**config.mk**
```make
export PLATFORM = sky130hd
export DESIGN_NAME = shc_ctrl
export DESIGN_NICKNAME = d
export VERILOG_FILES = /design/src/shc_pkg.sv /design/src/shc_ctrl.sv
export SDC_FILE = /design/constraint.sdc
export NUM_CORES = 1
export LEC_CHECK = 0
export ABC_AREA = 0
export BUFFER_PORTS_ARGS = -buffer_cell sky130_fd_sc_hd__clkbuf_2
export CAP_MARGIN = 20
export CORE_AREA = 10 10 47 49
export CTS_CLUSTER_SIZE = 25
export DETAILED_ROUTE_END_ITERATION = 16
export DIE_AREA = 0 0 57 59
export PLACE_DENSITY = 0.69
export REMOVE_ABC_BUFFERS = 1
export SETUP_SLACK_MARGIN = 0.5
export SLEW_MARGIN = 10
export SYNTH_ARGS = -nofsm -noshare
export SYNTH_HDL_FRONTEND = slang
export SYNTH_SLANG_ARGS = --single-unit
export TNS_END_PERCENT = 5
```
**constraint.sdc**
```tcl
create_clock -name clk_i -period 2.2 [get_ports clk_i]
set_input_delay 0.33 -clock clk_i [delete_from_list [all_inputs] [get_ports clk_i]]
set_output_delay 0.33 -clock clk_i [all_outputs]
set_load 0.02 [all_outputs]
```
**src/shc_pkg.sv**
```systemverilog
// Package for the square hash match counter: field widths, default sizes,
// function codes and the command/status structs between controller and datapath.
// No dependencies.
package shc_pkg;

  // Default sizes (powers of two)
  localparam int IMAGE_SIDE_DEF     = 256;
  localparam int QUERY_MAX_SIDE_DEF = 32;
  localparam int MAX_ENTRIES_DEF    = 4096;
  localparam int NUM_BUCKETS_DEF    = 512;
  localparam int PIXEL_BITS_DEF     = 8;

  // Item field widths
  localparam int FUNC_W   = 2;
  localparam int COORD_W  = 8;
  localparam int PIX_IN_W = 8;
  localparam int AVG_W    = 8;
  localparam int SIDE_W   = 6;
  localparam int COUNT_W  = 13;
  localparam int SLOT_W   = 12;

  localparam int IN_TDATA_W  = 40;
  localparam int OUT_TDATA_W = 32;

  typedef enum logic [FUNC_W-1:0] {
    FUNC_LOAD_IMG = 2'd0,
    FUNC_INSERT   = 2'd1,
    FUNC_LOAD_QRY = 2'd2,
    FUNC_QUERY    = 2'd3
  } func_e;

  // Controller to datapath
  typedef struct packed {
    logic load_item;
    logic clr_we;
    logic load_wr;
    logic ins_wr;
    logic ins_fin;
    logic set_full;
    logic head_to_e;
    logic ent_cap;
    logic follow_next;
    logic pix_step;
    logic cnt_inc;
    logic res_load;
  } cmd_t;

  // Datapath to controller
  typedef struct packed {
    logic clr_last;
    logic full;
    logic head_valid;
    logic eligible;
    logic side_zero;
    logic pix_eq;
    logic pix_last;
    logic next_valid;
    logic out_busy;
  } stat_t;

endpackage

```
**src/shc_ctrl.sv**
```systemverilog
// Controller state machine: clearing sweep, item dispatch, insert sequence,
// chain walk and pixel compare loop. Depends on shc_pkg.
module shc_ctrl
  import shc_pkg::*;
(
  input  logic              clk_i,
  input  logic              rst_ni,
  input  logic              in_valid_i,
  output logic              in_ready_o,
  input  logic [FUNC_W-1:0] in_func_i,
  input  stat_t             stat_i,
  output cmd_t              cmd_o
);

  localparam logic [3:0] S_CLR      = 4'd0;
  localparam logic [3:0] S_IDLE     = 4'd1;
  localparam logic [3:0] S_LOAD     = 4'd2;
  localparam logic [3:0] S_INS_RD   = 4'd3;
  localparam logic [3:0] S_INS_WR   = 4'd4;
  localparam logic [3:0] S_INS_FIN  = 4'd5;
  localparam logic [3:0] S_HEAD_RD  = 4'd6;
  localparam logic [3:0] S_HEAD     = 4'd7;
  localparam logic [3:0] S_ENT_RD   = 4'd8;
  localparam logic [3:0] S_ENT      = 4'd9;
  localparam logic [3:0] S_PIX_RD   = 4'd10;
  localparam logic [3:0] S_PIX_CMP  = 4'd11;
  localparam logic [3:0] S_NEXT     = 4'd12;
  localparam logic [3:0] S_DONE     = 4'd13;

  logic [3:0] state_q, state_d;

  always_ff @(posedge clk_i or negedge rst_ni) begin
    if (!rst_ni) begin
      state_q <= S_CLR;
    end else begin
      state_q <= state_d;
    end
  end

  assign in_ready_o = (state_q == S_IDLE);

  // Next state and commands
  always_comb begin
    state_d = state_q;
    cmd_o   = '0;
    unique case (state_q)
      S_CLR: begin
        cmd_o.clr_we = 1'b1;
        if (stat_i.clr_last) state_d = S_IDLE;
      end
      S_IDLE: begin
        if (in_valid_i) begin
          cmd_o.load_item = 1'b1;
          case (func_e'(in_func_i))
            FUNC_INSERT: state_d = S_INS_RD;
            FUNC_QUERY:  state_d = S_HEAD_RD;
            default:     state_d = S_LOAD;
          endcase
        end
      end
      S_LOAD: begin
        cmd_o.load_wr = 1'b1;
        state_d = S_DONE;
      end
      S_INS_RD: begin
        if (stat_i.full) begin
          cmd_o.set_full = 1'b1;
          state_d = S_DONE;
        end else begin
          state_d = S_INS_WR;
        end
      end
      S_INS_WR: begin
        cmd_o.ins_wr = 1'b1;
        state_d = S_INS_FIN;
      end
      S_INS_FIN: begin
        cmd_o.ins_fin = 1'b1;
        state_d = S_DONE;
      end
      S_HEAD_RD: state_d = S_HEAD;
      S_HEAD: begin
        if (stat_i.head_valid) begin
          cmd_o.head_to_e = 1'b1;
          state_d = S_ENT_RD;
        end else begin
          state_d = S_DONE;
        end
      end
      S_ENT_RD: state_d = S_ENT;
      S_ENT: begin
        cmd_o.ent_cap = 1'b1;
        if (stat_i.eligible && stat_i.side_zero) begin
          cmd_o.cnt_inc = 1'b1;
          state_d = S_NEXT;
        end else if (stat_i.eligible) begin
          state_d = S_PIX_RD;
        end else begin
          state_d = S_NEXT;
        end
      end
      S_PIX_RD: state_d = S_PIX_CMP;
      S_PIX_CMP: begin
        if (!stat_i.pix_eq) begin
          state_d = S_NEXT;
        end else if (stat_i.pix_last) begin
          cmd_o.cnt_inc = 1'b1;
          state_d = S_NEXT;
        end else begin
          cmd_o.pix_step = 1'b1;
          state_d = S_PIX_RD;
        end
      end
      S_NEXT: begin
        if (stat_i.next_valid) begin
          cmd_o.follow_next = 1'b1;
          state_d = S_ENT_RD;
        end else begin
          state_d = S_DONE;
        end
      end
      S_DONE: begin
        if (!stat_i.out_busy) begin
          cmd_o.res_load = 1'b1;
          state_d = S_IDLE;
        end
      end
      default: state_d = S_IDLE;
    endcase
  end

endmodule
```
---- Yosys cells after proc, flatten, opt, wreduce, memory -nomap -nowiden ----
Index checks and enable logic that the tools add are counted.
word-level totals
  bits of input ports ..................... 14
  register bits after elaboration ......... 4
  logic and storage cells ................. 56
  output and inout port bits .............. 13
cells by class
  mux-type cells .......................... 33
  eq/ne operators ......................... 18
  reduce and logical (&&, ||, !) cells .... 4
operators with widths
  cell                  count
  $pmux W4 S13          1
  $eq A4 B4 Y1 const B  6
  $mux W4               6
  $mux W1               19
  $eq A4 B3 Y1 const B  4
  $mux W3               4
  $eq A4 B2 Y1 const B  2
  $ne A2 B2 Y1 const B  3
  $pmux W3 S2           1
  $eq A4 B1 Y1 const B  1
  $logic_not A4 Y1      1
  $reduce_and A3 Y1     1
  $eq A2 B1 Y1 const B  1
  $eq A2 B2 Y1 const B  1
  $mux W2               1
  $pmux W1 S2           1
  $reduce_or A2 Y1      1
  $logic_and A1 B1 Y1   1

---- Logic depth before layout (Yosys ltp) ----
Gate-level depths: netlist (run 1).
  depth after elaboration ................. 4
  mapped depth ............................ 5
  mapped depth without buffers ............ 4

---- Worst setup path after synthesis (run 1) ----
No wires, ideal clock.
  path type ............................... register to output
  start point ............................. register state_q[2]
  end point ............................... output port cmd_o[1] (netlist bit)
  path slack .............................. 0.313 ns
  stages on the path, launching flop included .. 6
  data arrival time ....................... 1.557 ns
  path buffers ............................ 2
  data required time ...................... 1.870 ns
  cell sequence ........................... dfrtp_1 -> buf_2 -> buf_2 -> nor3_1 -> nand3_1 -> o31ai_1
RTL lines
  element                 line            text
  from (decl)             shc_ctrl.sv:30  logic [3:0] state_q, state_d;
  from (signal assigned)  shc_ctrl.sv:36  state_q <= state_d;
  to (decl)               shc_ctrl.sv:12  output cmd_t cmd_o

==> results_dict.tcl, run 1 <==
set metrics [dict create \
    wire_per_inst_um 14.4 \
    route.detailed.drc 0 \
    critPathBufInv 2 \
    fin_skew_ps 5.71 \
    via_per_inst 5.28 \
    vias 633 \
    peakVddDrop_mv 0.684 \
    cp_cell_sequence "buf_2, nor4_2, buf_2" \
    power.density_mw_per_mm2 1320 \
    cts_buffers 3 \
    timing.rr.start "state_q[2]" \
    ant_nets 0 \
    io-pin-count 27 \
    initialDrtViolationCount 9 \
    status "completed" \
    antenna_found_initial 0 \
    diodes 0 \
    synth_mux_area_share_pct 2.28 \
    r2r_slack_ps 520 \
    regMostFlops "state_q" \
    area_delta_synth_final_pct 62.8 \
    period_needed_ps 1740 \
    final_area_um2 805 \
    hp-class "in2reg" \
    synth_compound_area_share_pct 27.3 \
    clock_latency_ps 230 \
    worst_pin_slew_ps 356 \
    crit_type "reg2out" \
    rsz0062_at_grt "true" \
    cts_tree "done" \
    worstRegToRegCells 6 \
    post-route-period-util_pct 79.1 \
    grt_pass1_vias 649 \
    dp_cells 103 \
    grt_usage_pct 9.50 \
    synth-simple-area-share_pct 37.5 \
    setup_viol 0 \
    reg_top3 "state_q x4" \
    maxCapViolations 0 \
    initial_core_util_pct 35.3 \
    nFillCells 131 \
    layout-drive-gt1-share_pct 55.8 \
    path_delay_family "flip-flops" \
    largest_reg_flops 4 \
    fmax_ghz 0.575 \
    crit_slowest_cell "dfrtp_4" \
    p_leak_nw 0.383 \
    grt_pass1_wl_mm 2.64 \
    cts_sinks 4 \
    clockRootBuffer "clkbuf_4" \
    slew_violations 0 \
    first_pass_iters 4 \
    clk_pin_slew_ps 30 \
    cp-start-kind "flip-flop" \
    synth_area_um2 494 \
    port_buffers 26 \
    ys_seq_area_share_pct 20.3 \
    rows 14 \
    setup_tns_ps 0 \
    place_area_um2 612 \
    crit_fanout 6 \
    clock_path_buffers 2 \
    hold_start "stat_i[8]" \
    whs_path_depth 3 \
    htreeDepth 1 \
    coreArea_mm2 0.00140 \
    synth_fa_ha_area_share_pct 0 \
    nets 120 \
    whs_endpoint "state_q[0]" \
    reg2reg_to "state_q[0]" \
    dieArea_mm2 0.00336 \
    die_w_um 57 \
    routed_wl_mm 1.73 \
    endpoint_kind "output port" \
    syn_area_per_cell_um2 7.60 \
    synth.distinct_cells 32 \
    max_slew_margin_pct 76.1 \
    die_height_um 59 \
    ys_seq_elements 4 \
    worst_ep_arrival_time_ps 1410 \
    finalHoldViolCount 0 \
    grt_max_degree 18 \
    routabilityCongestion 0.807 \
    final_cell_count_no_fill 120 \
    worst_path_most_repeated_cell "buf_2" \
    synth-xor-area-share_pct 0 \
    synth_top_family_by_area "simple AND/OR/NAND/NOR gates" \
    critPathRequiredTime_ps 1870 \
    overflow 0 \
    dp_hpwl_mm 1.17 \
    yosys_warnings 0 \
    syn_inst 65 \
    slowest_delay_ps 520 \
]
## cell type report
type	count	area [um2]	share of cell area, %
clock buffer	3	22.5	2.80
inverter	6	22.5	2.80
multi-input combinational	50	372	46.2
sequential	4	108	13.4
tap	16	20.0	2.49
timing repair buffer	41	260	32.3
## timing repair
action	4_1_cts	5_1_grt
setup endpoints to repair	12	8
setup buffers	8	5
hold endpoints to repair	4	0
resized for setup	8	12
hold buffers	1	0
## cell families after synthesis
kind of cell,after synthesis
muxes,1
and+or+nand+nor,31
DFF,4
buffers and inverters,11
AOI/OAI and AO/OA,18
## cell usage after synthesis, drive strengths merged
library cell / number / area share (%)
a211o: 1 / 1.8
a21oi: 5 / 5.1
a22oi: 1 / 1.5
a311oi: 4 / 7.1
and2: 1 / 1.3
buf: 5 / 8.1
dfrtp: 4 / 20
inv: 6 / 4.6
mux2: 1 / 2.3
nand2: 2 / 2.0
nand2b: 5 / 7.3
nand3: 3 / 3.0
nand3b: 1 / 1.5
nand4b: 1 / 1.8
nor2: 6 / 4.6
nor3: 6 / 7.1
nor3b: 1 / 1.5
nor4: 2 / 2.5
nor4b: 2 / 3.5
o211ai: 1 / 2.5
o21ai: 2 / 2.0
o21bai: 1 / 1.5
o221ai: 1 / 1.8
o22ai: 1 / 2.5
o31ai: 1 / 1.5
or3: 1 / 1.3
## through the flow
stage | util, % | total power (W) | hold slack, ps | setup WS, ps
detailed placement | 43.7 | 0.000690 | 138 | 423
CTS | 52.9 | 0.000940 | 330 | 454
global route | 57.4 | 0.00113 | 341 | 405
global placement | 43.7 | 0.000683 | 136 | 489
floorplan | - | 0.000542 | 34.4 | 234
finish | 57.4 | 0.00106 | 344 | 460
## worst max path at each step
| stage | slack [ps] | from | cells past startpoint | to |
|---|---|---|---|---|
| floorplan | 230 | state_q[1] | 4 | cmd_o[1] |
| global placement | 490 | state_q[0] | 5 | cmd_o[1] |
| detailed placement | 420 | state_q[0] | 5 | cmd_o[1] |
| CTS | 450 | state_q[2] | 3 | cmd_o[1] |
| global route | 400 | state_q[3] | 5 | cmd_o[1] |
| finish | 460 | state_q[2] | 3 | cmd_o[10] |
## metal layers
layer  global-route usage, %  wire, um  part of all wire, %
met1                    9.48       743                   43
met2                    16.3       876                   51
met3                    4.29       110                  6.4
met4                    5.03         0                    0
met5                       0         0                    0
## where the power goes
part / switching, W / internal, W / total (W)
Clock: 0.0000293 / 0.0000610 / 0.0000902
Combinational: 0.000399 / 0.000369 / 0.000769
Sequential: 0.0000818 / 0.000119 / 0.000201
Total: 0.000510 / 0.000550 / 0.00106
## worst register-to-register path, cell delays in order (launching register included)
cell      delay [ps]
dfrtp_4          520
buf_2            180
clkbuf_4         190
a211o_1          240
o22ai_2          200
a311oi_1          90
a22oi_1          170
## cell usage in the layout (no fill, tap or decap), types with 2 or more instances in the layout
master and instances:
clkbuf_2 21, buf_4 13, nor2_1 6, inv_1 6, a21oi_1 5, nor3_1 4, a311oi_1 4, clkbuf_4 4
buf_2 4, nand2b_1 3, nand3_1 3, dfrtp_2 3, nor3_4 2, nor4b_1 2, nor4_2 2
No activity file was read; power rests on OpenSTA's default activity.
==> inputs of run 2 (changes only) <==
CORE_AREA = default   (was 10 10 47 49)
CORE_MARGIN = 10   (was default)
CORE_UTILIZATION = 38   (was default)
DIE_AREA = default   (was 0 0 57 59)
PLACE_DENSITY = 0.73   (was 0.69)
clock period = 1.4 ns   (was 2.2 ns; I/O delays follow)
==> run 2 against run 1 <==
The run now ends with setup timing left; die area shrank 6.5%; routed wire length grew 15%; clock-buffer cell count is the same; sequential power grew 34%; setup slack lost 660 ps; final area grew 12%; critical path depth grew 1; global-route usage grew 2.1 points; sequential share of layout area shrank 2.0 points; critical path type unchanged; largest cell class unchanged; largest power group unchanged.
==> results_dict.tcl, run 2 (synthesis results as in run 1) <==
set metrics [dict create \
    status "complete, but fails checks" \
    violations "setup timing" \
    period_needed_ps 1600 \
    slew_violations 0 \
    diodes 0 \
    ant_nets 0 \
    initial_core_util_pct 42.2 \
    antenna_found_initial 0 \
    layout_commonest_cell "buf_4" \
    wl_met2_mm 1.03 \
    overflow 0 \
    clock_latency_ps 250 \
    dp_hpwl_mm 1.41 \
    initialDrtViolationCount 26 \
    worst_ep_arrival_time_ps 1390 \
    route.detailed.drc 0 \
    layout-drive-gt1-share_pct 57.4 \
    r2r_slack_ps -120 \
    reg_top3 "state_q x4" \
    rsz0062_at_grt "true" \
    cts_buffers 3 \
    grt_max_degree 18 \
    largest_reg_flops 4 \
    grt_usage_pct 11.6 \
    worst_pin_slew_ps 319 \
    p_leak_nw 0.433 \
    routed_wl_mm 1.98 \
    setup_ws_ps -202 \
    endpoint_kind "output port" \
    cp-start-kind "flip-flop" \
    dieArea_mm2 0.00314 \
    port_buffers 26 \
    totalPowerFinal_w 0.00190 \
    max_slew_margin_pct 78.6 \
    setup_viol 15 \
    clockRootBuffer "clkbuf_4" \
    critPathRequiredTime_ps 1190 \
    grt_pass1_vias 695 \
    fmax_ghz 0.624 \
    die_w_um 56.1 \
    first_pass_iters 4 \
    coreArea_mm2 0.00117 \
    fin_util_pct 77.1 \
    area_delta_synth_final_pct 82.8 \
    grt_pass1_wl_mm 3.13 \
    rows 12 \
    layout_common_cells "buf_4 (21), clkbuf_2 (13), nor2_1 (6), inv_1 (6), clkbuf_4 (6)" \
    finalHoldViolCount 0 \
    clk_pin_slew_ps 40 \
    io-pin-count 27 \
    cts_sinks 4 \
    power.density_mw_per_mm2 2100 \
    wire_per_inst_um 16.3 \
    htreeDepth 1 \
    cts_tree "done" \
    routabilityCongestion 0.797 \
    crit_fanout 4 \
    peakVddDrop_mv 1.21 \
    via_per_inst 5.82 \
    maxCapViolations 0 \
    vias 710 \
    m1WireLength_um 733 \
    clock_path_buffers 2 \
    fin_skew_ps 6.24 \
    routed.top_layer "met4" \
    met3_length_um 206 \
    die_height_um 56.1 \
    place_ws_ps -99.1 \
    post-route-period-util_pct 114 \
    crit_type "reg2out" \
    nets 124 \
    regMostFlops "state_q" \
    hp-class "in2reg" \
]
[run 2: report_power, final]
part	switching (W)	internal (W)
Combinational	0.000722	0.000750
Sequential	0.0000930	0.000177
Clock	0.0000586	0.0000966
[run 2: repair_timing]
action | in CTS | in global routing
setup endpoints to repair | 17 | 17
endpoints found under the hold margin | 4 | 0
resized for setup | 20 | 16
hold buffers | 1 | 0
pin swaps | 4 | 1
setup buffers | 2 | 1
[run 2: path summary, 6_finish.rpt]
check | from | cells after the start | endpoint
max | state_q[1] | 4 | cmd_o[11]
min | stat_i[8] | 3 | state_q[0]
max reg2reg | state_q[3] | 6 | state_q[0]
min reg2reg | state_q[2] | 2 | state_q[3]
max in group asynchronous | rst_ni | 2 | state_q[0]
min in group asynchronous | rst_ni | 2 | state_q[1]
[run 2: cell type report]
| cell class | count | area (um2) |
|---|---|---|
| clock buffer | 3 | 22.5 |
| tap | 14 | 17.5 |
| multi-input combinational | 50 | 392 |
| sequential | 4 | 103 |
| fill | 90 | 268 |
| timing repair buffer | 45 | 347 |
| inverter | 6 | 22.5 |
[run 2: routing by layer]
layer | track usage, % | up-vias
li1 | - | 333
met1 | 12.2 | 336
met2 | 20.0 | 38
met3 | 5.01 | 3
met4 | 4.10 | 0
met5 | 0 | -
[run 2: per-stage QoR]
step	instances	hold WS [ps]	TNS, ps	area (um2)
4_1_cts	121	202	-1960	856
2_1_floorplan	60	-85.6	-1940	454
6_report	122	203	-1660	903
3_5_place_dp	115	23.9	-325	727
5_1_grt	122	222	-2560	903
3_3_place_gp	115	16.3	-232	727
[run 2: worst max-delay path, stage by stage (launching register included)]
cell,delay [ps]
dfrtp_1,390
nand2b_4,190
nor3_4,240
and2_1,160
clkbuf_4,160
==> inputs of run 3 (changes only) <==
SKIP_LAST_GASP = 1   (was default)
==> run 3 against run 2 <==
The flow still finishes with violations (setup timing); sequential power about the same; fmax up 0.47%; global-route usage up 0.090 points; routed wire length down 6.9%; first-iteration DRC count down 58%.
==> results_dict.tcl, run 3 (synthesis results as in run 1) <==
set metrics [dict create \
    first_pass_iters 4 \
    setup_ws_ps -194 \
    worst_pin_slew_ps 351 \
    largest_reg_flops 4 \
    initialDrtViolationCount 11 \
    cts_sinks 4 \
    status "complete, but fails checks" \
    multi_input_comb_area_um2 374 \
    route.detailed.drc 0 \
    setup_tns_ps -2020 \
    htreeDepth 1 \
    routed_wl_mm 1.85 \
    crit_type "reg2out" \
    post-route-period-util_pct 114 \
    reg_top3 "state_q x4" \
    wire_per_inst_um 15.3 \
    nFillCells 103 \
    max_slew_margin_pct 76.4 \
    r2r_slack_ps -170 \
    slew_violations 0 \
    grt_pass1_wl_mm 3.16 \
    place_area_um2 727 \
    peakVddDrop_mv 1.17 \
    violations "setup timing" \
    grt_usage_pct 11.7 \
    diodes 0 \
    seqPwrFrac_pct 15.3 \
    p_leak_nw 0.405 \
    nets 123 \
    final_area_um2 843 \
    io-pin-count 27 \
    grt_max_degree 18 \
    layout-drive-gt1-share_pct 55.1 \
    period_needed_ps 1590 \
    die_height_um 56.1 \
    grt_pass1_vias 700 \
    regMostFlops "state_q" \
    rsz0062_at_grt "true" \
    layout_commonest_cell "clkbuf_2" \
    regArea_um2 103 \
    dieArea_mm2 0.00314 \
    layout_common_cells "clkbuf_2 (21), buf_4 (17), nor2_1 (6), inv_1 (6), a21oi_1 (5)" \
    clock_path_buffers 2 \
    ant_nets 0 \
    p_sw_w 0.000832 \
    setup_viol 16 \
    routabilityCongestion 0.797 \
    p_clk_share_pct 8.8 \
    coreArea_mm2 0.00117 \
    overflow 0 \
    cts_buffers 3 \
    p_int_w 0.000944 \
    power.density_mw_per_mm2 2110 \
    antenna_found_initial 0 \
    via_per_inst 5.65 \
    hold_slack_ps 206 \
    critPathRequiredTime_ps 1190 \
    timing.rr.start "state_q[3]" \
    cts_tree "done" \
    initial_core_util_pct 42.2 \
    hp-class "in2reg" \
    hold_start "stat_i[8]" \
    clock_latency_ps 250 \
    clk_pin_slew_ps 40 \
    die_w_um 56.1 \
    maxCapViolations 0 \
    rows 12 \
    whs_endpoint "state_q[0]" \
    worst_ep_arrival_time_ps 1380 \
    cp-start-kind "flip-flop" \
    fmax_ghz 0.627 \
    vias 684 \
    endpoint_kind "output port" \
    reg2reg_to "state_q[0]" \
    worstRegToRegCells 6 \
    clockRootBuffer "clkbuf_4" \
    finalHoldViolCount 0 \
    area_delta_synth_final_pct 70.6 \
    fin_skew_ps 5.85 \
    whs_path_depth 3 \
    port_buffers 26 \
    dp_hpwl_mm 1.41 \
    crit_fanout 4 \
    p_comb_share_pct 75.9 \
    swShare_pct 46.8 \
]
==> run 3: cell types whose count changed in the layout (fill, tap and decap cells not counted) <==
cell / change
buf_2: +1
buf_4: -4
buf_6: -2
clkbuf_2: +8
clkbuf_4: -3
dlymetal6s2s_1: -1
nand2b_1: +1
nand2b_4: -1
nor3_1: +2
nor3_2: -2
==> run 3: power groups by stage <==
stage / clock network, W / registers, W / logic (W)
after floorplan: 0 / 0.000324 / 0.000527
after global placement: 0 / 0.000260 / 0.00112
after detailed placement: 0 / 0.000263 / 0.00114
after CTS: 0.000159 / 0.000262 / 0.00129
after global routing: 0.000168 / 0.000280 / 0.00145
final: 0.000156 / 0.000272 / 0.00135
==> run 3: final cells by class <==
type	count	share of cell area [%]
Timing Repair Buffer	44	36.1
Multi-Input combinational cell	50	44.4
Tap cell	14	2.08
Inverter	6	2.67
Clock buffer	3	2.67
Sequential cell	4	12.2
==> run 3: repair_timing <==
item                                    in CTS  in global routing
cloned                                       0                  0
hold buffers                                 1                  0
pin swaps                                    0                  1
endpoints found under the setup margin      17                 17
resized for setup                            8                 10
endpoints found under the hold margin        4                  0
setup buffers                                2                  0
==> run 3: metrics by stage <==
step	worst slack (ps)	instances	total power [W]	utilization [%]
after global routing	-272	121	0.00190	72.0
after detailed placement	-99.1	115	0.00140	62.1
after floorplan	-446	60	0.000851	-
after CTS	-239	121	0.00171	69.9
final	-194	121	0.00178	72.0
after global placement	-92.5	115	0.00138	62.1
==> run 3: worst max path at each step <==
stage,from,to,cells after the start
3_5_place_dp,state_q[0],state_q[0],5
4_1_cts,state_q[2],cmd_o[1],4
2_1_floorplan,state_q[1],cmd_o[1],4
5_1_grt,state_q[1],cmd_o[6],4
3_3_place_gp,state_q[0],state_q[0],5
6_report,state_q[1],cmd_o[11],4
==> run 3: worst max-delay path, cell delays in order, from the launching register on <==
cell and delay, ps:
dfrtp_1 390, nand2b_4 180, nor3_4 240, and2_1 160, clkbuf_2 170
==> run 3: per-layer routing <==
layer,GRT usage (%),up-vias,wire (um)
met5,0,-,0
met1,12.4,320,711
met3,5.01,2,175
li1,-,329,-
met2,20.2,33,951
met4,4.10,0,8
